File: src/design/assert_macros.svh
// ----------------------------------------------------------------------------
// Assertion macros
// Shared concurrent assertion wrappers, clocked on aclk and held off in reset.
// ----------------------------------------------------------------------------
`ifndef ASSERT_MACROS_SVH
`define ASSERT_MACROS_SVH
`ifndef SYNTHESIS
// Condition that must hold at every clock edge out of reset.
`define ASSERT_ALWAYS(label, cond, msg) \
    label: assert property (@(posedge aclk) disable iff (!aresetn) (cond)) \
        else $error(msg);
// Same-cycle implication.
`define ASSERT_IMPLY(label, ante, cons, msg) \
    label: assert property (@(posedge aclk) disable iff (!aresetn) (ante) |-> (cons)) \
        else $error(msg);
// Next-cycle implication.
`define ASSERT_NEXT(label, ante, cons, msg) \
    label: assert property (@(posedge aclk) disable iff (!aresetn) (ante) |=> (cons)) \
        else $error(msg);
`else
`define ASSERT_ALWAYS(label, cond, msg)
`define ASSERT_IMPLY(label, ante, cons, msg)
`define ASSERT_NEXT(label, ante, cons, msg)
`endif
`endif

File: src/design/ils_pkg.sv
// ----------------------------------------------------------------------------
// ils_pkg
// Request codes, status codes, field widths and the cell control type.
// ----------------------------------------------------------------------------
package ils_pkg;

    localparam int OP_W    = 3;
    localparam int POS_W   = 16;
    localparam int VAL_W   = 32;
    localparam int ST_W    = 2;
    localparam int LEN_W   = 11;
    localparam int IN_W    = 56;
    localparam int OUT_W   = 48;

    typedef enum logic [OP_W-1:0] {
        OP_READ       = 3'd0,
        OP_PUSH_FRONT = 3'd1,
        OP_PUSH_BACK  = 3'd2,
        OP_INSERT_AT  = 3'd3,
        OP_REMOVE_AT  = 3'd4
    } op_t;

    typedef enum logic [ST_W-1:0] {
        ST_DONE    = 2'd0,
        ST_BAD_POS = 2'd1,
        ST_FULL    = 2'd2
    } status_t;

    // Per-cell update selection for one beat.
    typedef struct packed {
        logic load_new;
        logic take_left;
        logic take_right;
    } cell_ctrl_t;

endpackage

File: src/design/ils_cell.sv
// ----------------------------------------------------------------------------
// ils_cell
// One list slot: holds its value, or takes the new value or a neighbor's.
// ----------------------------------------------------------------------------
module ils_cell (
    input  logic                        aclk,
    input  ils_pkg::cell_ctrl_t         ctrl,
    input  logic [ils_pkg::VAL_W-1:0]   new_val,
    input  logic [ils_pkg::VAL_W-1:0]   left_val,
    input  logic [ils_pkg::VAL_W-1:0]   right_val,
    output logic [ils_pkg::VAL_W-1:0]   val_out
);
    import ils_pkg::*;

    logic [VAL_W-1:0] val_reg;
    logic [VAL_W-1:0] val_next;

    // Insert shifts toward higher positions, delete toward lower ones.
    always_comb begin
        val_next = val_reg;
        if (ctrl.load_new) begin
            val_next = new_val;
        end else if (ctrl.take_left) begin
            val_next = left_val;
        end else if (ctrl.take_right) begin
            val_next = right_val;
        end
    end

    always_ff @(posedge aclk) begin
        val_reg <= val_next;
    end

    assign val_out = val_reg;

endmodule

File: config.mk
export PLATFORM = sky130hd
export DESIGN_NAME = ils_cell
export DESIGN_NICKNAME = d
export VERILOG_FILES = /design/src/design/assert_macros.svh /design/src/design/ils_pkg.sv /design/src/design/ils_cell.sv
export SDC_FILE = /design/constraint.sdc
export NUM_CORES = 1
export LEC_CHECK = 0
export BUFFER_PORTS_ARGS = -buffer_cell sky130_fd_sc_hd__buf_2
export CORE_AREA = 5 5 70 84
export CTS_CLUSTER_SIZE = 24
export DETAILED_ROUTE_END_ITERATION = 10
export DIE_AREA = 0 0 75 89
export PLACE_DENSITY = 0.73
export SLEW_MARGIN = 30
export SYNTH_ARGS = -nofsm -noshare
export SYNTH_HDL_FRONTEND = slang
export SYNTH_SLANG_ARGS = --single-unit
File: constraint.sdc
create_clock -name aclk -period 1.35 [get_ports aclk]
set_input_delay 0.135 -clock aclk [delete_from_list [all_inputs] [get_ports aclk]]
set_output_delay 0.135 -clock aclk [all_outputs]
set_load 0.01 [all_outputs]
==> impl_metrics.sql, run 1 <==
INSERT INTO impl_metrics (metric_group, metric, value, unit) VALUES
('run_status', 'run_status', 'finished clean', ''),
('worst_setup_path', 'worstPathArrival', '0.79', 'ns'),
('drt', 'drt.antenna.violating_nets', '0', ''),
('timing', 'max_freq', '1.08', 'GHz'),
('drt', 'drtPass1Iterations', '4', ''),
('worst_setup_path', 'cp_num_buf_inv', '1', ''),
('placement', 'preCtsSetupSlack', '0.190', 'ns'),
('yosys', 'avgSynthCellArea', '11.9', 'um2'),
('global_route', 'antenna_violations_before_repair', '0', ''),
('drt', 'drt-vias-per-instance', '4.46', ''),
('global_route', 'maximum_number_of_pins_on_one_net_before_global_route_repair', '38', ''),
('timing', 'final_slew_violations', '0', ''),
('clock_tree', 'tritoncts', 'yes', ''),
('global_route', 'grt_pass1_vias', '1440', ''),
('cells_and_area', 'largest_reg_flops', '32', ''),
('cells_and_area', 'design.final.nets', '371', ''),
('global_route', 'grt_overflow', '0', ''),
('worst_setup_path', 'critPathLaunchType', 'flop', ''),
('timing', 'layout_min_cycle_time', '0.925', 'ns'),
('clock_tree', 'clkSinkCount', '32', ''),
('placement', 'gp_routability_congestion', '0.752', ''),
('yosys', 'synth_sequential_area_ratio', '57.4', '%'),
('clock_tree', 'postCtsSetupRepairBufs', '0', ''),
('drt', 'routed_wirelength', '4.13', 'mm'),
('timing', 'least_margin_pin_slew', '0.416', 'ns'),
('yosys', 'ys_types', '10', ''),
('yosys', 'syn_nets', '240', ''),
('drt', 'wire_per_inst', '12.5', 'um'),
('worst_hold_path', 'holdCritPathClass', 'primary input to flop', ''),
('power_and_ir_drop', 'report.power.total', '0.00242', 'W'),
('global_route', 'grt_pass1_wl', '6.05', 'mm'),
('worst_setup_path', 'crit_fanout', '1', ''),
('timing', 'rsz0062_at_grt', 'false', ''),
('timing', 'hold_viol_final', '0', ''),
('cells_and_area', 'layout.cell_area.non_filler', '2410', 'um2'),
('timing', 'slew-limit-headroom', '72.2', '%'),
('placement', 'place.detailed.hpwl', '3.38', 'mm'),
('yosys', 'syn-instance-count', '140', ''),
('placement', 'place_inst', '324', ''),
('clock_tree', 'clock_path_buffers', '2', ''),
('floorplanning', 'io_pins', '132', ''),
('cells_and_area', 'multi_input_gate_area_in_the_final_layout', '612', 'um2'),
('clock_tree', 'cts-buffers-inserted', '5', ''),
('run', 'drv.max_cap_violation_count', '0', ''),
('clock_tree', 'cts.hold.buffers_added', '0', ''),
('yosys', 'yosysWarnings', '0', ''),
('timing', 'fin_setup_tns', '0', 'ns'),
('cells_and_area', 'seq_area', '961', 'um2'),
('cells_and_area', 'post_route_cells_drive_above_1_share', '52.4', '%'),
('timing', 'total_of_endpoints_with_negative_setup_slack_in_the_final_report', '0', ''),
('yosys', 'syn_area', '1670', 'um2'),
('timing', 'post-route-period-util', '68.5', '%'),
('floorplanning', 'chipWidth', '75', 'um'),
('clock_tree', 'cts_resized', '0', ''),
('worst_setup_path', 'end_kind', 'primary output', ''),
('floorplanning', 'dieHeight', '89', 'um'),
('timing', 'worst_slack', '0.425', 'ns'),
('clock_tree', 'clock-root-buffer', 'clkbuf_8', ''),
('worst_setup_path', 'timing.critical_path.max_delay_family', 'flip-flops', ''),
('worst_setup_path', 'chain_of_cells_forming_the_critical_path', 'buf_2', ''),
('worst_setup_path', 'cpMaxStageDelayCell', 'edfxtp_1', ''),
('drt', 'initialDrtViolationCount', '51', ''),
('cells_and_area', 'flow.area_growth_from_synthesis', '44.1', '%'),
('worst_setup_path', 'critical-path-max-stage-delay', '0.37', 'ns'),
('drt', 'route.vias.total', '1477', ''),
('clock_tree', 'cts_htree_levels', '2', ''),
('floorplanning', 'die-area', '6680', 'um2'),
('floorplanning', 'floorplan.initialDensity', '33.9', '%'),
('drt', 'drc_violations', '0', ''),
('placement', 'post_dp_cell_area', '2330', 'um2'),
('worst_setup_path', 'worst-endpoint-required', '1.22', 'ns'),
('clock_tree', 'path_clk_slew', '0.06', 'ns'),
('power_and_ir_drop', 'leakagePower', '1.22', 'nW'),
('yosys', 'ys_ff_latch', '32', ''),
('global_route', 'gr-usage-all-layers', '11.9', '%'),
('cells_and_area', 'antenna_cells', '0', ''),
('cells_and_area', 'post_layout_nonfiller_instances', '331', ''),
('worst_setup_path', 'setup.worst_path.class', 'flop to primary output', ''),
('placement', 'io_buffers', '131', ''),
('cells_and_area', 'final.fill_count', '453', ''),
('floorplanning', 'placementRows', '28', ''),
('power_and_ir_drop', 'power_per_cell_area', '1010', 'nW/um2'),
('floorplanning', 'core_area', '4940', 'um2'),
('power_and_ir_drop', 'worst_ir_drop_vdd', '0.000420', 'V');
==> routing by layer <==
layer / track usage, % / vias up / routed length, um
met5: 0 / - / 0
met3: 5.85 / 6 / 633
met4: 3.40 / 0 / 40
li1: - / 768 / -
met1: 12.2 / 622 / 1320
met2: 21.3 / 81 / 2140
==> stage by stage <==
stage                     util, %  hold WS (ns)
after floorplan                 -         0.326
after global placement       47.2         0.418
after detailed placement     47.2         0.422
after CTS                    48.8         0.131
after global routing         48.8         0.139
final                        48.8         0.142
==> cell usage in the layout, fill, tap and decap left out <==
cell type / Yosys / layout
nand2_1: 32 / 32
clkinv_2: 0 / 1
o21ai_1: 30 / 30
buf_2: 6 / 131
mux2i_1: 32 / 32
clkbuf_1: 1 / 1
buf_4: 0 / 4
o21ai_0: 2 / 2
or3_4: 0 / 1
clkbuf_8: 0 / 5
edfxtp_1: 32 / 32
==> where the power goes <==
part / total [W] / leakage (nW) / internal [W] / switching (W)
Sequential: 0.00125 / 0.338 / 0.00122 / 0.0000221
Clock: 0.000666 / 0.0410 / 0.000350 / 0.000317
Combinational: 0.000510 / 0.845 / 0.000257 / 0.000253
==> cell families after synthesis <==
group | Yosys count | synth area share, %
flops | 32 | 57.4
simple gates | 33 | 7.55
compound gates | 32 | 9.57
buf+inv | 11 | 6.28
mux | 32 | 19.1
==> path summary, 6_finish.rpt <==
check	endpoint	slack (ns)	from	cells past startpoint
worst max-delay path	val_out[4]	0.43	val_out[4]	1
worst min-delay path	val_out[5]	0.14	new_val[5]	3
==> cells in the mapped netlist (all sizes together) <==
cell	count	share of area, %
buf	10	6.1
clkbuf	1	0.22
edfxtp	32	57
mux2i	32	19
nand2	32	7.2
o21ai	32	9.6
or3	1	0.37
==> layout make-up <==
type,count,area share (%)
multi-input combinational,97,25.4
timing repair buffer,135,28.4
clock buffer,6,3.01
tap,60,3.11
sequential,32,39.9
clock inverter,1,0.208
No activity file was read; power rests on OpenSTA's default activity.
==> run 2: changes to the inputs <==
- clock period: 1.35 -> 0.85 ns (I/O delays scaled with it)
==> run 2 against run 1 <==
Compared with the run above:
- the run now ends with negative setup slack left
- core utilization is 1.9 points higher
- worst setup slack worse by 0.46 ns
- power is 73% higher
- sequential share of layout area is 1.5 points lower
- combinational power is 65% higher
- cell count is 0.91% higher
- clock power is 100% higher
- highest routed layer unchanged
- flip-flop and latch count stayed put
- largest power group unchanged
- global-route usage is 0.33 points higher
- first-iteration DRC count is 3.9% higher
- wire length is 1.4% higher
- die area stayed put
==> impl_metrics.sql, run 2 (synthesis gave the netlist of run 1 again) <==
INSERT INTO impl_metrics (metric_group, metric, value, unit) VALUES
('drt', 'drt-vias-per-instance', '4.49', ''),
('clock_tree', 'clkSinkCount', '32', ''),
('cells_and_area', 'layout_commonest_cell', 'buf_2', ''),
('placement', 'preCtsSetupSlack', '-0.185', 'ns'),
('global_route', 'antenna_violations_before_repair', '0', ''),
('worst_setup_path', 'setup.worst_path.class', 'flop to primary output', ''),
('worst_setup_path', 'crit_fanout', '1', ''),
('floorplanning', 'floorplan.initialDensity', '33.9', '%'),
('worst_setup_path', 'worst-endpoint-required', '0.76', 'ns'),
('placement', 'post_dp_cell_area', '2400', 'um2'),
('floorplanning', 'die-area', '6680', 'um2'),
('timing', 'hold_viol_final', '0', ''),
('timing', 'whs', '0.0887', 'ns'),
('timing', 'worst_slack', '-0.0330', 'ns'),
('floorplanning', 'dieHeight', '89', 'um'),
('drt', 'routed_wirelength', '4.18', 'mm'),
('clock_tree', 'cts.hold.buffers_added', '0', ''),
('placement', 'gp_routability_congestion', '0.732', ''),
('worst_setup_path', 'worst-path-stages', '1', ''),
('power_and_ir_drop', 'power_per_cell_area', '1670', 'nW/um2'),
('timing', 'layout_min_cycle_time', '0.883', 'ns'),
('cells_and_area', 'seq_area', '961', 'um2'),
('worst_setup_path', 'chain_of_cells_forming_the_critical_path', 'buf_2', ''),
('cells_and_area', 'flow.area_growth_from_synthesis', '49.7', '%'),
('worst_setup_path', 'timing.critical_path.max_delay_family', 'flip-flops', ''),
('drt', 'wire_per_inst', '12.5', 'um'),
('cells_and_area', 'post_route_cells_drive_above_1_share', '52.6', '%'),
('timing', 'max_freq', '1.13', 'GHz'),
('timing', 'least_margin_pin_slew', '0.296', 'ns'),
('drt', 'initialDrtViolationCount', '53', ''),
('power_and_ir_drop', 'worst_ir_drop_vdd', '0.000789', 'V'),
('clock_tree', 'clock-root-buffer', 'clkbuf_8', ''),
('floorplanning', 'io_pins', '132', ''),
('power_and_ir_drop', 'leakagePower', '1.27', 'nW'),
('worst_setup_path', 'critPathLaunchType', 'flop', ''),
('clock_tree', 'cts_resized', '0', ''),
('placement', 'place.detailed.hpwl', '3.57', 'mm'),
('drt', 'drc_violations', '0', ''),
('worst_setup_path', 'cp_num_buf_inv', '1', ''),
('worst_setup_path', 'critical-path-max-stage-delay', '0.37', 'ns'),
('placement', 'io_buffers', '131', ''),
('global_route', 'grt_pass1_wl', '6.14', 'mm'),
('clock_tree', 'clock_path_buffers', '2', ''),
('timing', 'total_of_endpoints_with_negative_setup_slack_in_the_final_report', '29', ''),
('drt', 'drt.antenna.violating_nets', '0', ''),
('timing', 'slew-limit-headroom', '80.2', '%'),
('cells_and_area', 'final.fill_count', '446', ''),
('clock_tree', 'cts_htree_levels', '2', ''),
('worst_hold_path', 'holdPathStages', '3', ''),
('worst_setup_path', 'cpMaxStageDelayCell', 'edfxtp_1', ''),
('clock_tree', 'tritoncts', 'yes', ''),
('worst_setup_path', 'worstPathArrival', '0.80', 'ns'),
('floorplanning', 'chipWidth', '75', 'um'),
('clock_tree', 'path_clk_slew', '0.06', 'ns'),
('global_route', 'maximum_number_of_pins_on_one_net_before_global_route_repair', '35', ''),
('global_route', 'gr-usage-all-layers', '12.3', '%'),
('drt', 'route.vias.total', '1500', ''),
('run_status', 'run_status', 'complete, but fails checks', ''),
('timing', 'rsz0062_at_grt', 'true', ''),
('cells_and_area', 'design.final.nets', '373', ''),
('global_route', 'grt_overflow', '0', ''),
('timing', 'final_slew_violations', '0', ''),
('clock_tree', 'cts-buffers-inserted', '5', ''),
('drt', 'drtPass1Iterations', '4', ''),
('floorplanning', 'core_area', '4940', 'um2'),
('global_route', 'grt_pass1_vias', '1505', ''),
('cells_and_area', 'multi_input_gate_area_in_the_final_layout', '612', 'um2'),
('cells_and_area', 'antenna_cells', '0', ''),
('run_status', 'violations', 'negative setup slack', ''),
('run', 'drv.max_cap_violation_count', '0', ''),
('timing', 'post-route-period-util', '104', '%'),
('cells_and_area', 'final_cell_mix', '131 x buf_2, 32 x mux2i_1, 32 x nand2_1, 32 x edfxtp_1, 30 x o21ai_1', ''),
('worst_hold_path', 'holdCritPathClass', 'primary input to flop', ''),
('floorplanning', 'placementRows', '28', ''),
('cells_and_area', 'layout.cell_area.non_filler', '2500', 'um2'),
('worst_setup_path', 'end_kind', 'primary output', ''),
('clock_tree', 'postCtsSetupRepairBufs', '0', ''),
('cells_and_area', 'largest_reg_flops', '32', '');
==> run 2: path summary, 6_finish.rpt <==
kind / slack (ns) / end / start
worst max-delay path: -0.03 / val_out[24] / val_out[24]
worst min-delay path: 0.09 / val_out[31] / new_val[31]
==> run 2: metal layers <==
layer  vias up  track usage, %  wire (um)
met3         7            3.94        534
met5         -               0          0
met2        76            23.5       2200
met4         0            5.34         59
met1       643            11.6       1390
li1        774               -          -
==> run 2: layout make-up <==
type                            instances  share of cell area (%)
Clock buffer                            5                    2.75
Sequential cell                        32                    38.4
Clock inverter                          3                    1.50
Tap cell                               60                    3.00
Timing Repair Buffer                  137                    30.0
Multi-Input combinational cell         97                    24.4
==> run 2: through the flow <==
step | power [W] | util [%] | cells | setup TNS, ns
floorplan | 0.00244 | - | 140 | -4.97
global placement | 0.00286 | 48.6 | 326 | -8.77
detailed placement | 0.00288 | 48.6 | 326 | -9.48
CTS | 0.00426 | 50.7 | 334 | -0.963
global route | 0.00441 | 50.7 | 334 | -1.68
finish | 0.00419 | 50.7 | 334 | -0.381
==> run 2: where the power goes <==
| group | internal [W] | total (W) | switching, W |
|---|---|---|---|
| Sequential | 0.00194 | 0.00198 | 0.0000386 |
| Combinational | 0.000434 | 0.000841 | 0.000407 |
| Clock | 0.000852 | 0.00136 | 0.000511 |
